`src/rtl/core/agc_pkg.sv`:
```
// Shared constants, codes and types for the accelerometer gesture classifier.
`default_nettype none

package agc_pkg;

  // Default sample width and derived fixed widths of the result fields.
  localparam int unsigned SAMPLE_BITS_DEF = 16;
  localparam int unsigned IN_W            = 16;
  localparam int unsigned OUT_W           = 17;
  localparam int unsigned CFG_W           = 16;
  localparam int unsigned CNT_W           = 17;
  localparam int unsigned ACT_W           = 3;

  // Item kinds.
  localparam logic [1:0] OP_SAMPLE   = 2'd0;
  localparam logic [1:0] OP_TICK     = 2'd1;
  localparam logic [1:0] OP_CLASSIFY = 2'd2;

  // Configuration register indexes.
  localparam logic CFG_THRESHOLD = 1'b0;
  localparam logic CFG_COOLDOWN  = 1'b1;

  // Register reset values.
  localparam logic [CFG_W-1:0] THRESHOLD_RESET = 16'd5000;
  localparam logic [CFG_W-1:0] COOLDOWN_RESET  = 16'd1000;

  // The millisecond counter stops at this value.
  localparam logic [CNT_W-1:0] COOLDOWN_SAT = 17'd65536;

  // Action codes.
  localparam logic [ACT_W-1:0] ACT_NONE = 3'd0;
  localparam logic [ACT_W-1:0] ACT_XPOS = 3'd1;
  localparam logic [ACT_W-1:0] ACT_XNEG = 3'd2;
  localparam logic [ACT_W-1:0] ACT_ZPOS = 3'd3;
  localparam logic [ACT_W-1:0] ACT_ZNEG = 3'd4;

  // Verdict of the merging stage.
  typedef struct packed {
    logic             fire;
    logic [ACT_W-1:0] action;
  } class_res_t;

  // One result beat.
  typedef struct packed {
    logic [ACT_W-1:0] action;
    logic             fired;
    logic [OUT_W-1:0] smooth_x;
    logic [OUT_W-1:0] smooth_y;
    logic [OUT_W-1:0] smooth_z;
  } result_t;

endpackage

`default_nettype wire

```
`src/rtl/core/agc_axis_lane.sv`:
```
// One axis lane: previous sample and the change filter of that axis.
`default_nettype none

module agc_axis_lane import agc_pkg::*; #(
  parameter int unsigned SAMPLE_BITS = SAMPLE_BITS_DEF
) (
  input  wire logic                   clk_i,
  input  wire logic                   rst_ni,
  input  wire logic                   load_i,
  input  wire logic                   first_i,
  input  wire logic [IN_W-1:0]        sample_i,
  output logic signed [SAMPLE_BITS:0] filt_q_o,
  output logic signed [SAMPLE_BITS:0] filt_d_o
);

  localparam int unsigned FW = SAMPLE_BITS + 1;
  localparam int unsigned SW = FW + 3;

  logic [SAMPLE_BITS+IN_W-1:0] raw_ext;
  logic signed [SAMPLE_BITS-1:0] samp;
  logic signed [SAMPLE_BITS-1:0] prev_q, prev_d;
  logic signed [FW-1:0] filt_q, filt_d;
  logic signed [FW-1:0] diff;
  logic signed [SW-1:0] f_ext, d_ext, sum, adj;
  logic [SW-1:0] bias;

  // The low sample bits form a two's complement value.
  assign raw_ext = {{SAMPLE_BITS{1'b0}}, sample_i};
  assign samp    = $signed(raw_ext[SAMPLE_BITS-1:0]);

  // Change from the previous sample, one bit wider than a sample.
  assign diff = {prev_q[SAMPLE_BITS-1], prev_q} - {samp[SAMPLE_BITS-1], samp};

  // Smoothing (3*f + d) / 4, rounded toward zero by biasing negative sums.
  assign f_ext = {{3{filt_q[FW-1]}}, filt_q};
  assign d_ext = {{3{diff[FW-1]}}, diff};
  assign sum   = f_ext + (f_ext <<< 1) + d_ext;
  assign bias  = {{(SW-2){1'b0}}, sum[SW-1], sum[SW-1]};
  assign adj   = sum + $signed(bias);

  // A good sample always becomes the previous one; the very first clears the filter.
  always_comb begin
    prev_d = prev_q;
    filt_d = filt_q;
    if (load_i) begin
      prev_d = samp;
      filt_d = first_i ? '0 : adj[FW+1:2];
    end
  end

  always_ff @(posedge clk_i or negedge rst_ni) begin
    if (!rst_ni) begin
      prev_q <= '0;
      filt_q <= '0;
    end else begin
      prev_q <= prev_d;
      filt_q <= filt_d;
    end
  end

  assign filt_q_o = filt_q;
  assign filt_d_o = filt_d;

endmodule

`default_nettype wire

```
`src/rtl/core/agc_classify.sv`:
```
// Merging stage: compares the x and z lane filters and picks a gesture.
`default_nettype none

module agc_classify import agc_pkg::*; #(
  parameter int unsigned SAMPLE_BITS = SAMPLE_BITS_DEF
) (
  input  wire logic signed [SAMPLE_BITS:0] filt_x_i,
  input  wire logic signed [SAMPLE_BITS:0] filt_z_i,
  input  wire logic [CFG_W-1:0]            threshold_i,
  output class_res_t                       res_o
);

  localparam int unsigned FW = SAMPLE_BITS + 1;
  localparam int unsigned CW = ((FW > CFG_W) ? FW : CFG_W) + 1;

  logic [FW-1:0] ax, az;
  logic [FW+1:0] ax3, az3;
  logic [CW-1:0] ax_c, az_c, th_c;
  logic x_dom, z_dom, x_hit, z_hit;

  // Magnitudes; the most negative value maps to its unsigned magnitude.
  assign ax = filt_x_i[FW-1] ? (~filt_x_i + 1'b1) : filt_x_i;
  assign az = filt_z_i[FW-1] ? (~filt_z_i + 1'b1) : filt_z_i;

  // Three times each magnitude; the halving is the drop of the low bit.
  assign ax3 = {2'b00, ax} + {1'b0, ax, 1'b0};
  assign az3 = {2'b00, az} + {1'b0, az, 1'b0};

  assign x_dom = {1'b0, ax} > az3[FW+1:1];
  assign z_dom = {1'b0, az} > ax3[FW+1:1];

  // Threshold compare at a common width.
  assign ax_c = {{(CW-FW){1'b0}}, ax};
  assign az_c = {{(CW-FW){1'b0}}, az};
  assign th_c = {{(CW-CFG_W){1'b0}}, threshold_i};

  assign x_hit = (ax_c > th_c) && x_dom;
  assign z_hit = (az_c > th_c) && z_dom;

  // The x axis takes priority over z.
  always_comb begin
    res_o.fire   = x_hit || z_hit;
    res_o.action = ACT_NONE;
    if (x_hit) begin
      res_o.action = filt_x_i[FW-1] ? ACT_XNEG : ACT_XPOS;
    end else if (z_hit) begin
      res_o.action = filt_z_i[FW-1] ? ACT_ZNEG : ACT_ZPOS;
    end
  end

endmodule

`default_nettype wire

```
`src/rtl/core/accel_gesture_classifier_unit.sv`:
```
// Top level of the accelerometer gesture classifier: lanes, merge, state and result buffer.
// A result goes to the output register, or to the skid register while the output is full.
// Throughput: one item per cycle while ready; state updates in the cycle the beat is taken.
// An output register plus one skid register let an input beat be taken while a
// result still waits; input ready drops only when both hold a result.
// Reset (asynchronous, active low) clears the filters, previous samples, action and
// counter, sets the first-sample flag and loads the register defaults 5000 and 1000.
`default_nettype none

module accel_gesture_classifier_unit import agc_pkg::*; #(
  parameter int unsigned SAMPLE_BITS = SAMPLE_BITS_DEF
) (
  input  wire logic             clk_i,
  input  wire logic             rst_ni,
  // Configuration write port.
  input  wire logic             cfg_we_i,
  input  wire logic             cfg_addr_i,
  input  wire logic [CFG_W-1:0] cfg_wdata_i,
  // Input channel.
  input  wire logic             in_valid_i,
  output logic                  in_ready_o,
  input  wire logic [1:0]       op_i,
  input  wire logic [IN_W-1:0]  sample_x_i,
  input  wire logic [IN_W-1:0]  sample_y_i,
  input  wire logic [IN_W-1:0]  sample_z_i,
  input  wire logic             read_ok_i,
  input  wire logic             gesture_enable_i,
  // Result channel.
  output logic                  out_valid_o,
  input  wire logic             out_ready_i,
  output logic [ACT_W-1:0]      action_o,
  output logic                  gesture_fired_o,
  output logic [OUT_W-1:0]      smooth_x_o,
  output logic [OUT_W-1:0]      smooth_y_o,
  output logic [OUT_W-1:0]      smooth_z_o
);

  localparam int unsigned FW = SAMPLE_BITS + 1;

  logic [CFG_W-1:0] threshold_q, cooldown_ms_q;
  logic             first_q;
  logic [ACT_W-1:0] held_q, held_d;
  logic [CNT_W-1:0] cnt_q, cnt_d;
  logic             accept, load, fire;
  logic signed [FW-1:0] fx_q, fy_q, fz_q, fx_d, fy_d, fz_d;
  logic [FW+OUT_W-1:0] ox_ext, oy_ext, oz_ext;
  class_res_t       cls;
  result_t          res_new, out_q, skid_q;
  logic             out_valid_q, skid_valid_q, pop;

  assign accept = in_valid_i && in_ready_o;
  assign load   = accept && (op_i == OP_SAMPLE) && read_ok_i;

  // Configuration registers.
  always_ff @(posedge clk_i or negedge rst_ni) begin
    if (!rst_ni) begin
      threshold_q   <= THRESHOLD_RESET;
      cooldown_ms_q <= COOLDOWN_RESET;
    end else if (cfg_we_i) begin
      unique case (cfg_addr_i)
        CFG_THRESHOLD: threshold_q   <= cfg_wdata_i;
        CFG_COOLDOWN:  cooldown_ms_q <= cfg_wdata_i;
        default: ;
      endcase
    end
  end

  // Axis lanes.
  agc_axis_lane #(.SAMPLE_BITS(SAMPLE_BITS)) u_lane_x (
    .clk_i, .rst_ni, .load_i(load), .first_i(first_q), .sample_i(sample_x_i),
    .filt_q_o(fx_q), .filt_d_o(fx_d)
  );

  agc_axis_lane #(.SAMPLE_BITS(SAMPLE_BITS)) u_lane_y (
    .clk_i, .rst_ni, .load_i(load), .first_i(first_q), .sample_i(sample_y_i),
    .filt_q_o(fy_q), .filt_d_o(fy_d)
  );

  agc_axis_lane #(.SAMPLE_BITS(SAMPLE_BITS)) u_lane_z (
    .clk_i, .rst_ni, .load_i(load), .first_i(first_q), .sample_i(sample_z_i),
    .filt_q_o(fz_q), .filt_d_o(fz_d)
  );

  // Merge of the x and z lanes.
  agc_classify #(.SAMPLE_BITS(SAMPLE_BITS)) u_classify (
    .filt_x_i(fx_q), .filt_z_i(fz_q), .threshold_i(threshold_q), .res_o(cls)
  );

  // A gesture fires only when enabled and the cooldown has run out.
  assign fire = accept && (op_i == OP_CLASSIFY) && gesture_enable_i &&
                (cnt_q > {1'b0, cooldown_ms_q}) && cls.fire;

  always_comb begin
    held_d = held_q;
    cnt_d  = cnt_q;
    if (fire) begin
      held_d = cls.action;
      cnt_d  = '0;
    end else if (accept && (op_i == OP_TICK) && (cnt_q != COOLDOWN_SAT)) begin
      cnt_d = cnt_q + 1'b1;
    end
  end

  always_ff @(posedge clk_i or negedge rst_ni) begin
    if (!rst_ni) begin
      first_q <= 1'b1;
      held_q  <= ACT_NONE;
      cnt_q   <= '0;
    end else begin
      if (load) begin
        first_q <= 1'b0;
      end
      held_q <= held_d;
      cnt_q  <= cnt_d;
    end
  end

  // Filter values as 17-bit two's complement words.
  assign ox_ext = {{OUT_W{fx_d[FW-1]}}, fx_d};
  assign oy_ext = {{OUT_W{fy_d[FW-1]}}, fy_d};
  assign oz_ext = {{OUT_W{fz_d[FW-1]}}, fz_d};

  always_comb begin
    res_new.action   = held_d;
    res_new.fired    = fire;
    res_new.smooth_x = ox_ext[OUT_W-1:0];
    res_new.smooth_y = oy_ext[OUT_W-1:0];
    res_new.smooth_z = oz_ext[OUT_W-1:0];
  end

  // Output register with a skid stage behind it.
  assign pop        = out_valid_q && out_ready_i;
  assign in_ready_o = !skid_valid_q;

  always_ff @(posedge clk_i or negedge rst_ni) begin
    if (!rst_ni) begin
      out_valid_q  <= 1'b0;
      skid_valid_q <= 1'b0;
    end else if (!out_valid_q || pop) begin
      out_valid_q  <= skid_valid_q || accept;
      skid_valid_q <= 1'b0;
    end else if (accept) begin
      skid_valid_q <= 1'b1;
    end
  end

  always_ff @(posedge clk_i) begin
    if (!out_valid_q || pop) begin
      out_q <= skid_valid_q ? skid_q : res_new;
    end else if (accept) begin
      skid_q <= res_new;
    end
  end

  assign out_valid_o     = out_valid_q;
  assign action_o        = out_q.action;
  assign gesture_fired_o = out_q.fired;
  assign smooth_x_o      = out_q.smooth_x;
  assign smooth_y_o      = out_q.smooth_y;
  assign smooth_z_o      = out_q.smooth_z;

  // The y filter is only reported; its present value is not needed by the merge.
  logic unused_fy;
  assign unused_fy = ^fy_q;

endmodule

`default_nettype wire

```
`config.mk`:
```
export PLATFORM = sky130hd
export DESIGN_NAME = accel_gesture_classifier_unit
export DESIGN_NICKNAME = d
export VERILOG_FILES = /design/src/rtl/core/agc_pkg.sv /design/src/rtl/core/agc_axis_lane.sv /design/src/rtl/core/agc_classify.sv /design/src/rtl/core/accel_gesture_classifier_unit.sv
export SDC_FILE = /design/constraint.sdc
export NUM_CORES = 1
export LEC_CHECK = 0
export BUFFER_PORTS_ARGS = -buffer_cell sky130_fd_sc_hd__buf_2
export CAP_MARGIN = 10
export CORE_ASPECT_RATIO = 0.9
export CORE_MARGIN = 4
export CORE_UTILIZATION = 35
export CTS_CLUSTER_SIZE = 10
export DETAILED_ROUTE_END_ITERATION = 6
export REMOVE_ABC_BUFFERS = 1
export SETUP_SLACK_MARGIN = 0.15
export SLEW_MARGIN = 15
export SYNTH_ARGS = -nofsm -noshare
export SYNTH_HDL_FRONTEND = slang
export SYNTH_SLANG_ARGS = --single-unit
```
`constraint.sdc`:
```
create_clock -name clk_i -period 6.1 [get_ports clk_i]
set_input_delay 0.61 -clock clk_i [delete_from_list [all_inputs] [get_ports clk_i]]
set_output_delay 0.61 -clock clk_i [all_outputs]
set_load 0.02 [all_outputs]
```
Word level (Yosys, flattened, before mapping)
Index checks and enable logic that the tools add are counted.
- add/subtract/negate cells: 17
- $mul: 0
- div/mod/pow operators: 0
- order comparisons: 5
- eq/ne operators: 3
- shifts and indexed selects: 0
- mux-type cells: 18
- bitwise logic cells: 4
- reduce and logical (&&, ||, !) cells: 23
- operators by type and width (operator ; count):
    two-way mux 17 bit ; 10
    adder 17 x 18 -> 19 bit ; 5
    adder 19 x 17 -> 20 bit ; 3
    adder 19 x 3 -> 19 bit ; 3
    two-way mux 55 bit ; 1
    adder 17 x 1 -> 17 bit, second input constant ; 3
    > comparator 17 x 16 -> 1 bit ; 3
    subtractor 16 x 16 -> 17 bit ; 3
    > comparator 17 x 18 -> 1 bit ; 2
    inverter 17 bit ; 2
    inequality test 17 bit, second input constant ; 1
    logical AND 1 bit ; 12
    two-way mux 3 bit ; 4
    AND reduction 2 bit ; 3
    nonzero test 2 bit ; 2
    logical OR 1 bit ; 3
    == test 2 x 1 -> 1 bit, second input constant ; 1
    == test 2 bit, second input constant ; 1
    logical NOT 1 bit ; 2
    logical NOT 2 bit ; 1
    two-way mux 1 bit ; 2
    two-way mux 2 bit ; 1
    inverter 1 bit ; 2
- register bits after elaboration: 264
- latch bits: 0
- bits in writable memories: 0
- ROM bits: 0
- bits of input ports: 74
- output and inout port bits: 57
- word-level logic and storage cells: 93
- memories kept: 0

Logic depth before layout (Yosys ltp)
Gate-level depths: netlist (run 1).
- depth in word-level cells: 10
- gate-level depth with buffers: 29
- depth with buffers taken out: 28

Cells and area by module
A second synthesis (run 1) with hierarchy kept.
- cell total of the unflattened synthesis: 2241
- area total of the unflattened synthesis: 21978.6 um^2
- modules (own cells, without submodules) (module ; times used ; cells an instance ; area each (um^2)):
    accel_gesture_classifier_unit ; 1 ; 429 ; 6825.3
    agc_classify ; 1 ; 547 ; 4170.2
    agc_axis_lane (u_lane_x) ; 1 ; 427 ; 3714.8
    agc_axis_lane (u_lane_z) ; 1 ; 422 ; 3657.3
    agc_axis_lane (u_lane_y) ; 1 ; 416 ; 3611.0

Worst setup path before layout (run 1)
Ideal clock, no wire load.
- path kind: register to register
- start point: reg u_lane_x.filt_q[16] (netlist: u_lane_x.filt_q_o[16])
- end point: reg out_q, in the netlist action_o[2], data pin
- arrival: 5.608 ns
- data required time: 5.840 ns
- setup slack: 0.232 ns
- cell stages (with the launch flop): 27
- path buffers: 3
- clock period less this slack: 5.868 ns
- cell sequence: dfrtp_1 -> clkbuf_1 -> clkbuf_1 -> clkbuf_1 -> o21ai_0 -> xnor2_1 -> ha_1 -> nor2b_1 -> o21ai_0 -> a32oi_1 -> o221ai_1 -> nand2_1 -> a221o_1 -> a21o_1 -> a22o_1 -> nor4_1 -> nor3_1 -> xnor2_1 -> ha_1 -> nand4_1 -> nor4_1 -> nor3b_1 -> o21ai_0 -> o311ai_4 -> o31ai_4 -> a2bb2o_4 -> mux2_4
- cells in the longest elaborated chain, start to end: 10
- elaborated cells on any way between the ends: 15
- RTL lines (item ; RTL line ; source):
    start, declared ; agc_axis_lane.sv:22 ; logic signed [FW-1:0] filt_q, filt_d;
    start signal, assigned ; agc_axis_lane.sv:57 ; filt_q <= filt_d;
    inverter 17 bit ; agc_classify.sv:22 ; assign ax = filt_x_i[FW-1] ? (~filt_x_i + 1'b1) : filt_x_i;
    adder 17 x 1 -> 17 bit ; agc_classify.sv:22 ;
    two-way mux 17 bit * ; agc_classify.sv:22 ;
    adder 17 x 18 -> 19 bit ; agc_classify.sv:26 ; assign ax3 = {2'b00, ax} + {1'b0, ax, 1'b0};
    > comparator 17 x 18 -> 1 bit ; agc_classify.sv:30 ; assign z_dom = {1'b0, az} > ax3[FW+1:1];
    logical AND 1 bit ; agc_classify.sv:38 ; assign z_hit = (az_c > th_c) && z_dom;
    two-way mux 3 bit or logical OR 1 bit (tied branches) ; agc_classify.sv:46, agc_classify.sv:42 ;
    two-way mux 3 bit or logical AND 1 bit (tied branches) ; agc_classify.sv:44, accel_gesture_classifier_unit.sv:91 ;
    two-way mux 3 bit * ; accel_gesture_classifier_unit.sv:96 ; if (fire) begin
    via held_d[2] ; accel_gesture_classifier_unit.sv:42 ; logic [ACT_W-1:0] held_q, held_d;
    two-way mux 55 bit * ; accel_gesture_classifier_unit.sv:149 ; out_q <= skid_valid_q ? skid_q : res_new;
    end signal, assigned ; accel_gesture_classifier_unit.sv:149 ;
    end, declared ; accel_gesture_classifier_unit.sv:48 ; result_t res_new, out_q, skid_q;
The timed path passes the listed nets; every way through them passes the cells marked *.
A chain may end at the register's enable or synchronous reset.

Final worst setup path (run 1)
- start point: reg u_lane_x.filt_q[1] (netlist: u_lane_x.filt_q_o[1])
- end point: reg out_q, in the netlist action_o[1], data pin
- cells in the longest elaborated chain, start to end: 10
- elaborated cells on any way between the ends: 15
- RTL lines (item ; RTL line):
    inverter 17 bit ; agc_classify.sv:22
    adder 17 x 1 -> 17 bit ; agc_classify.sv:22
    two-way mux 17 bit * ; agc_classify.sv:22
    adder 17 x 18 -> 19 bit ; agc_classify.sv:26
    > comparator 17 x 18 -> 1 bit ; agc_classify.sv:30
    logical AND 1 bit ; agc_classify.sv:38
    two-way mux 3 bit or logical OR 1 bit (tied branches) ; agc_classify.sv:46, agc_classify.sv:42
    two-way mux 3 bit or logical AND 1 bit (tied branches) ; agc_classify.sv:44, accel_gesture_classifier_unit.sv:91
    two-way mux 3 bit * ; accel_gesture_classifier_unit.sv:96
    two-way mux 55 bit * ; accel_gesture_classifier_unit.sv:149
Every way passes the cells marked *; elsewhere a longest branch is shown, timed or not.

==> results of run 1 <==
==> what timing repair did <==
item | in CTS | in global routing
setup buffers | 0 | 8
gates resized for setup | 6 | 62
pin swaps | 0 | 16
endpoints found under the setup margin | 14 | 82
hold endpoints to repair | 0 | 0
==> per-layer routing <==
metal / routed length (microns) / GRT usage (%) / vias up
li1: - / - / 8211
met1: 26350 / 23.06 / 8206
met2: 26700 / 29.10 / 369
met3: 2607 / 2.764 / 108
met4: 1802 / 5.749 / 4
met5: 26 / 0 / -
==> cell families after synthesis <==
group                      synth area share (%)
AOI/OAI and AO/OA                         15.17
xor gates and xnor gates                  6.674
adders and majority gates                 20.88
buffers and inverters                     7.598
DFF                                       33.32
muxes                                     3.581
and+or+nand+nor                           12.77
==> state kept, by name (all words and copies together) (netlist names) <==
name,count
smooth_z_o,17
u_lane_x.prev_q,16
smooth_y_o,17
first_q,1
u_lane_y.filt_q_o,17
held_q,3
u_lane_z.prev_q,16
action_o,3
u_lane_z.filt_q_o,17
smooth_x_o,17
u_lane_x.filt_q_o,17
cnt_q,17
cooldown_ms_q,16
threshold_q,16
gesture_fired_o,1
out_valid_o,1
u_lane_y.prev_q,16
skid_valid_q,1
skid_q,55
==> cell usage in the layout, fill, tap and decap left out, types with 24 or more instances in the layout <==
cell	n
sky130_fd_sc_hd__xnor2_1	105
sky130_fd_sc_hd__buf_4	102
sky130_fd_sc_hd__nand3_1	31
sky130_fd_sc_hd__o21ai_0	134
sky130_fd_sc_hd__nand4_1	26
sky130_fd_sc_hd__buf_2	129
sky130_fd_sc_hd__nor3_1	35
sky130_fd_sc_hd__mux2_2	60
sky130_fd_sc_hd__nand2_1	189
sky130_fd_sc_hd__xor2_1	52
sky130_fd_sc_hd__clkbuf_16	36
sky130_fd_sc_hd__nor2_1	112
sky130_fd_sc_hd__fa_1	107
sky130_fd_sc_hd__nor2b_1	24
sky130_fd_sc_hd__edfxtp_1	110
sky130_fd_sc_hd__dfrtp_1	140
sky130_fd_sc_hd__a21o_1	38
sky130_fd_sc_hd__inv_1	359
sky130_fd_sc_hd__a21oi_1	79
sky130_fd_sc_hd__ha_1	183
==> cell type report <==
cell class	count	area, sq um	area share [%]
Clock inverter	8	155.1	0.6160
Sequential cell	264	7174	28.48
Inverter	366	1374	5.454
Timing Repair Buffer	234	1454	5.772
Tap cell	783	979.7	3.890
Multi-Input combinational cell	1565	13050	51.80
Clock buffer	53	1005	3.989
==> per-stage QoR <==
stage          cell area, sq um  worst slack, ns  cells  hold slack, ns
6_report                  25190           0.3177   3273          0.1164
5_1_grt                   25190          0.08812   3273          0.2120
4_1_cts                   24830           0.1071   3265          0.1660
3_5_place_dp              23650          -0.1162   3204          0.4904
3_3_place_gp              23650           0.1172   3204          0.4815
2_1_floorplan             21260          0.04631   2195          0.3144
==> final timing paths <==
kind	start	endpoint	slack, ns
hold reg to reg	u_lane_y.prev_q[9]$_DFFE_PN0P_	u_lane_y.prev_q[9]$_DFFE_PN0P_	0.50
setup reg to reg	u_lane_x.filt_q_o[1]$_DFF_PN0_	action_o[1]$_DFFE_PN_	0.32
max in group asynchronous	rst_ni	u_lane_z.filt_q_o[1]$_DFF_PN0_	4.36
setup / recovery	u_lane_x.filt_q_o[1]$_DFF_PN0_	action_o[1]$_DFFE_PN_	0.32
min in group clk_i	cfg_wdata_i[2]	threshold_q[2]$_DFFE_PN0P_	0.29
hold / removal	rst_ni	cnt_q[7]$_DFFE_PN0P_	0.12
==> summary.md, run 1 <==
| Metric | Value |
|---|---|
| Run status | finished clean |
| Crit. End Element | register |
| Critical path buffers and inverters | 2 |
| Most frequently used cell type in the post-synthesis netlist | sky130_fd_sc_hd__inv_1 |
| Antenna violations before repair | 2 |
| Largest cells by area after synthesis | sky130_fd_sc_hd__dfrtp_1, sky130_fd_sc_hd__edfxtp_1, sky130_fd_sc_hd__ha_1, sky130_fd_sc_hd__fa_1, sky130_fd_sc_hd__inv_1 |
| Worst hold path type | primary input to async pin |
| Number of global-route vias before repair | 17410 |
| Global-route wire length before repair | 92.82 mm |
| Clk_lat worst skew | 0.54 ns |
| Total number of placement rows | 85 |
| Core Box Area | 0.06030 sq mm |
| Unrepaired setup endpoints after global routing | true |
| Critical Path RT | 6.39 ns |
| Post-layout util | 41.77% |
| Synth Register Bits | 264 |
| Final Cycle Share | 94.79% |
| DRC Markers | 0 |
| Via count | 16900 |
| Master of the slowest instance on the critical path | sky130_fd_sc_hd__or4b_4 |
| Max_slew headroom | 28.81% |
| Synth Flop Type | sky130_fd_sc_hd__dfrtp_1 |
| Instance count of the mapped netlist | 2258 |
| Cell count along the critical path | 24 |
| Cell type with the highest occurrence count on the critical path | sky130_fd_sc_hd__inv_1 |
| Series of cell instances along the critical path | inv_1 -> ha_2 -> or3b_1 -> a221oi_2 -> inv_1 -> ha_4 -> o21ai_2 -> a32oi_1 -> o221ai_1 -> nand2_1 -> a221o_1 -> a21o_1 -> a22o_1 -> nor4_1 -> nor3_1 -> xnor2_1 -> ha_1 -> nand4_1 -> nor4_4 -> or4b_4 -> o311ai_4 -> or4_1 -> o21ai_1 -> a211o_1 |
| Post-Route Skew | 0.02143 ns |
| Highest fanout seen on the critical path | 5 |
| Post-route ant nets | 0 |
| Routed length per placed instance | 17.57 microns |
| Aggregate global routing overflow | 0 |
| Violation count after the first detailed-routing iteration | 914 |
| Worst Reg-to-Reg Cells | 24 |
| Sum of negative setup slack | 0 ns |
| Deepest level of the CTS H-tree | 2 |
| Period minus WS final | 5.782 ns |
| Tightest Pin Transition | 1.057 ns |
| Synth cell types | 93 |
| Ys Warns | 0 |
| Number of buffers inserted for hold repair after clock tree synthesis | 0 |
| Max incr delay on CP | 0.52 ns |
| Final Hold Fails | 0 |
| Number of buffer cells added on primary ports | 130 |
| Synth cell count leaders | sky130_fd_sc_hd__inv_1, sky130_fd_sc_hd__nand2_1, sky130_fd_sc_hd__ha_1, sky130_fd_sc_hd__dfrtp_1, sky130_fd_sc_hd__o21ai_0 |
| Buffer depth of the longest clock path | 3 |
| Die Area | 0.06553 sq mm |
| Seq/Total Area, Yosys | 33.32% |
| CTS tree | done |
| Maximum clock frequency | 0.1729 GHz |
| Most area-hungry cell type in the Yosys netlist | sky130_fd_sc_hd__dfrtp_1 |
| Filler cell count | 5821 |
| Setup Viol. Count Final | 0 |
| Relative area change from synthesis to final layout | 17.03% |
| Clk Tree Root Cell | sky130_fd_sc_hd__clkbuf_16 |
| Post-synthesis area per instance | 9.531 sq um |
| Max-cap violation count | 0 |
| Die Wd | 269.4 microns |
| CTS sink cnt | 264 |
| Netlist area before placement | 0.02152 sq mm |
| Total wire length after detailed routing | 57.49 mm |
| Family with the most delay on the worst path | simple AND/OR/NAND/NOR gates |
| Number of flops mapped to enable cells by yosys | 110 |
| Initial Util | 35.69% |
| Half-perimeter wire length after detailed placement | 43.17 mm |
| Share of final-layout standard cells stronger than drive strength 1 | 17.59% |
| Synth async-reset ratio | 58.33% |
| Type of the worst setup path | register to register |
| Clock slew at the register clock pins of the worst setup and hold paths | 0.06 ns |
| Total iterations of the first detailed-routing run | 5 |
| Gr usage total | 17.36% |
| Net count reported at finish | 2835 |
| Via count normalized by instance count | 5.163 |
| Antenna diode instance count | 0 |
| Startpoint type of the worst setup path | register |
| Total clock buffers created by CTS | 35 |
| Top-level I/O count | 131 |
| Number of max-slew violations in the final report | 0 |
| Data arrival, critical path | 6.07 ns |
| Gp weighted congestion | 0.8917 |
| Die span in y | 243.3 microns |
| Largest net degree at the start of global routing | 149 |
| Fraction of synthesized cell area taken by the top area cell type | 16.51% |
Power of run 1 is not shown: default switching activity piles up to over one toggle a cycle in this logic, so the estimate is an artifact.
==> run 2: changes to the inputs <==
--- a/config.mk
+++ b/config.mk
@@ -10,8 +10,10 @@
 export CORE_ASPECT_RATIO = 0.9
 export CORE_MARGIN = 4
 export CORE_UTILIZATION = 35
+export CTS_CLUSTER_DIAMETER = 50
 export CTS_CLUSTER_SIZE = 10
 export DETAILED_ROUTE_END_ITERATION = 6
+export HOLD_SLACK_MARGIN = 0.15
 export REMOVE_ABC_BUFFERS = 1
 export SETUP_SLACK_MARGIN = 0.15
 export SLEW_MARGIN = 15
==> run 2 against run 1 <==
  * Flip-flop and latch count is the same
  * Hold slack improved by 0.027 ns
  * Clock skew is 0.0018 ns higher
==> summary.md, run 2 (synthesized netlist as in run 1, its figures left out) <==
| Metric | Value |
|---|---|
| Via count | 16940 |
| Core Box Area | 0.06030 sq mm |
| Setup Viol. Count Final | 0 |
| Initial Util | 35.69% |
| Top-level I/O count | 131 |
| Highest fanout seen on the critical path | 19 |
| Total number of placement rows | 85 |
| Max reg flops | 55 |
| Total wire length after detailed routing | 57.66 mm |
| Global-route wire length before repair | 92.69 mm |
| Placed cell count | 3204 |
| Violation count after the first detailed-routing iteration | 947 |
| Clk_lat worst skew | 0.56 ns |
| Share of final-layout standard cells stronger than drive strength 1 | 18.20% |
| Total clock buffers created by CTS | 40 |
| Period minus WS final | 5.764 ns |
| Clock slew at the register clock pins of the worst setup and hold paths | 0.06 ns |
| Gr usage total | 17.34% |
| Type of the worst setup path | register to register |
| Most used cells in the layout excluding fill and tap cells | sky130_fd_sc_hd__inv_1, sky130_fd_sc_hd__nand2_1, sky130_fd_sc_hd__ha_1, sky130_fd_sc_hd__dfrtp_1, sky130_fd_sc_hd__o21ai_0 |
| Max_slew headroom | 30.91% |
| Number of buffers inserted for hold repair after clock tree synthesis | 0 |
| Number of buffer cells added on primary ports | 130 |
| Most common cell after layout, fill and taps aside | sky130_fd_sc_hd__inv_1 |
| Number of global-route vias before repair | 17450 |
| Register-to-register path setup slack | 0.34 ns |
| Via count normalized by instance count | 5.160 |
| Antenna violations before repair | 2 |
| Tightest Pin Transition | 1.036 ns |
| Buffer depth of the longest clock path | 3 |
| Largest net degree at the start of global routing | 149 |
| Maximum clock frequency | 0.1735 GHz |
| Data arrival, critical path | 6.06 ns |
| Final Hold Fails | 0 |
| Aggregate global routing overflow | 0 |
| Max-cap violation count | 0 |
| Critical Path RT | 6.40 ns |
| Half-perimeter wire length after detailed placement | 43.17 mm |
| Relative area change from synthesis to final layout | 18.07% |
| Total iterations of the first detailed-routing run | 5 |
| Net count reported at finish | 2839 |
| Unrepaired setup endpoints after global routing | true |
| Post-route ant nets | 0 |
| Worst R2R Start | u_lane_x.filt_q_o[1]$_DFF_PN0_ |
| Layout Cells excl Fill | 3283 |
| CTS tree | done |
| Crit. End Element | register |
| Antenna diode instance count | 0 |
| Worst Reg-to-Reg Cells | 21 |
| Worst hold margin | 0.1430 ns |
| Post-Route Skew | 0.02319 ns |
| Worst reg2reg endpoint | gesture_fired_o$_DFFE_PN_ |
| Clk Tree Root Cell | sky130_fd_sc_hd__clkbuf_16 |
| CTS sink cnt | 264 |
| Die span in y | 243.3 microns |
| Worst hold path type | primary input to async pin |
| Deepest level of the CTS H-tree | 2 |
| Routed length per placed instance | 17.56 microns |
| Final Cycle Share | 94.49% |
| Die Area | 0.06553 sq mm |
| Gp weighted congestion | 0.8917 |
| Die Wd | 269.4 microns |
| Largest register by flop count | skid_q |
| Run status | finished clean |
| DRC Markers | 0 |
| Number of max-slew violations in the final report | 0 |
| Startpoint type of the worst setup path | register |
-- run 2: worst max-delay path by stage --
stage | end | from | cells past startpoint
3_3_place_gp | smooth_z_o[15]$_DFFE_PN_ | sample_z_i[1] | 20
6_report | gesture_fired_o$_DFFE_PN_ | u_lane_x.filt_q_o[1]$_DFF_PN0_ | 21
4_1_cts | gesture_fired_o$_DFFE_PN_ | u_lane_x.filt_q_o[1]$_DFF_PN0_ | 24
2_1_floorplan | smooth_z_o[16]$_DFFE_PN_ | skid_valid_q$_DFFE_PN0P_ | 9
5_1_grt | gesture_fired_o$_DFFE_PN_ | u_lane_x.filt_q_o[1]$_DFF_PN0_ | 25
3_5_place_dp | smooth_x_o[16]$_DFFE_PN_ | sample_x_i[1] | 22
-- run 2: area by class of cell --
cell class,instances,area [sq um]
multi-input combinational,1565,13080
fill,5786,34890
clock buffer,53,1080
sequential,264,7174
inverter,366,1374
clock inverter,19,282.8
tap,783,979.7
timing repair buffer,233,1446
-- run 2: repair_timing --
item / in CTS / in global routing
endpoints found under the setup margin: 14 / 81
pin swaps: 0 / 17
buffers inserted: 0 / 7
gates resized for setup: 6 / 68
-- run 2: worst max-delay path, cell delays in order (launching register included) --
cell and delay, ns:
sky130_fd_sc_hd__dfrtp_2 0.46, sky130_fd_sc_hd__inv_1 0.13, sky130_fd_sc_hd__ha_4 0.17, sky130_fd_sc_hd__or4b_4 0.54, sky130_fd_sc_hd__or4_4 0.57, sky130_fd_sc_hd__o31ai_4 0.22
sky130_fd_sc_hd__xnor2_2 0.17, sky130_fd_sc_hd__ha_1 0.30, sky130_fd_sc_hd__a21o_1 0.25, sky130_fd_sc_hd__a22o_1 0.27, sky130_fd_sc_hd__nor4_1 0.19, sky130_fd_sc_hd__nor3_1 0.10
sky130_fd_sc_hd__xnor2_1 0.14, sky130_fd_sc_hd__ha_1 0.34, sky130_fd_sc_hd__nand4_1 0.15, sky130_fd_sc_hd__nor4_4 0.30, sky130_fd_sc_hd__or4b_4 0.52, sky130_fd_sc_hd__o311ai_4 0.10
sky130_fd_sc_hd__o31ai_4 0.10, sky130_fd_sc_hd__buf_6 0.14, sky130_fd_sc_hd__buf_4 0.19, sky130_fd_sc_hd__a21o_1 0.16
-- run 2: routing by layer --
metal	up-vias	GRT usage [%]	wire [microns]
li1	8214	-	-
met1	8293	22.98	26660
met2	334	29.22	27000
met3	95	2.843	2362
met4	4	5.486	1612
met5	-	0	26
-- run 2: per-stage QoR --
step | setup TNS [ns] | instance area, sq um | util (%) | setup WS, ns
3_5_place_dp | -1.016 | 23650 | 39.22 | -0.1162
5_1_grt | 0 | 25410 | 42.14 | 0.08386
2_1_floorplan | 0 | 21260 | - | 0.04631
3_3_place_gp | 0 | 23650 | 39.22 | 0.1172
6_report | 0 | 25410 | 42.14 | 0.3359
4_1_cts | 0 | 25030 | 41.51 | 0.1458
Power of run 2 is left out for the same reason.
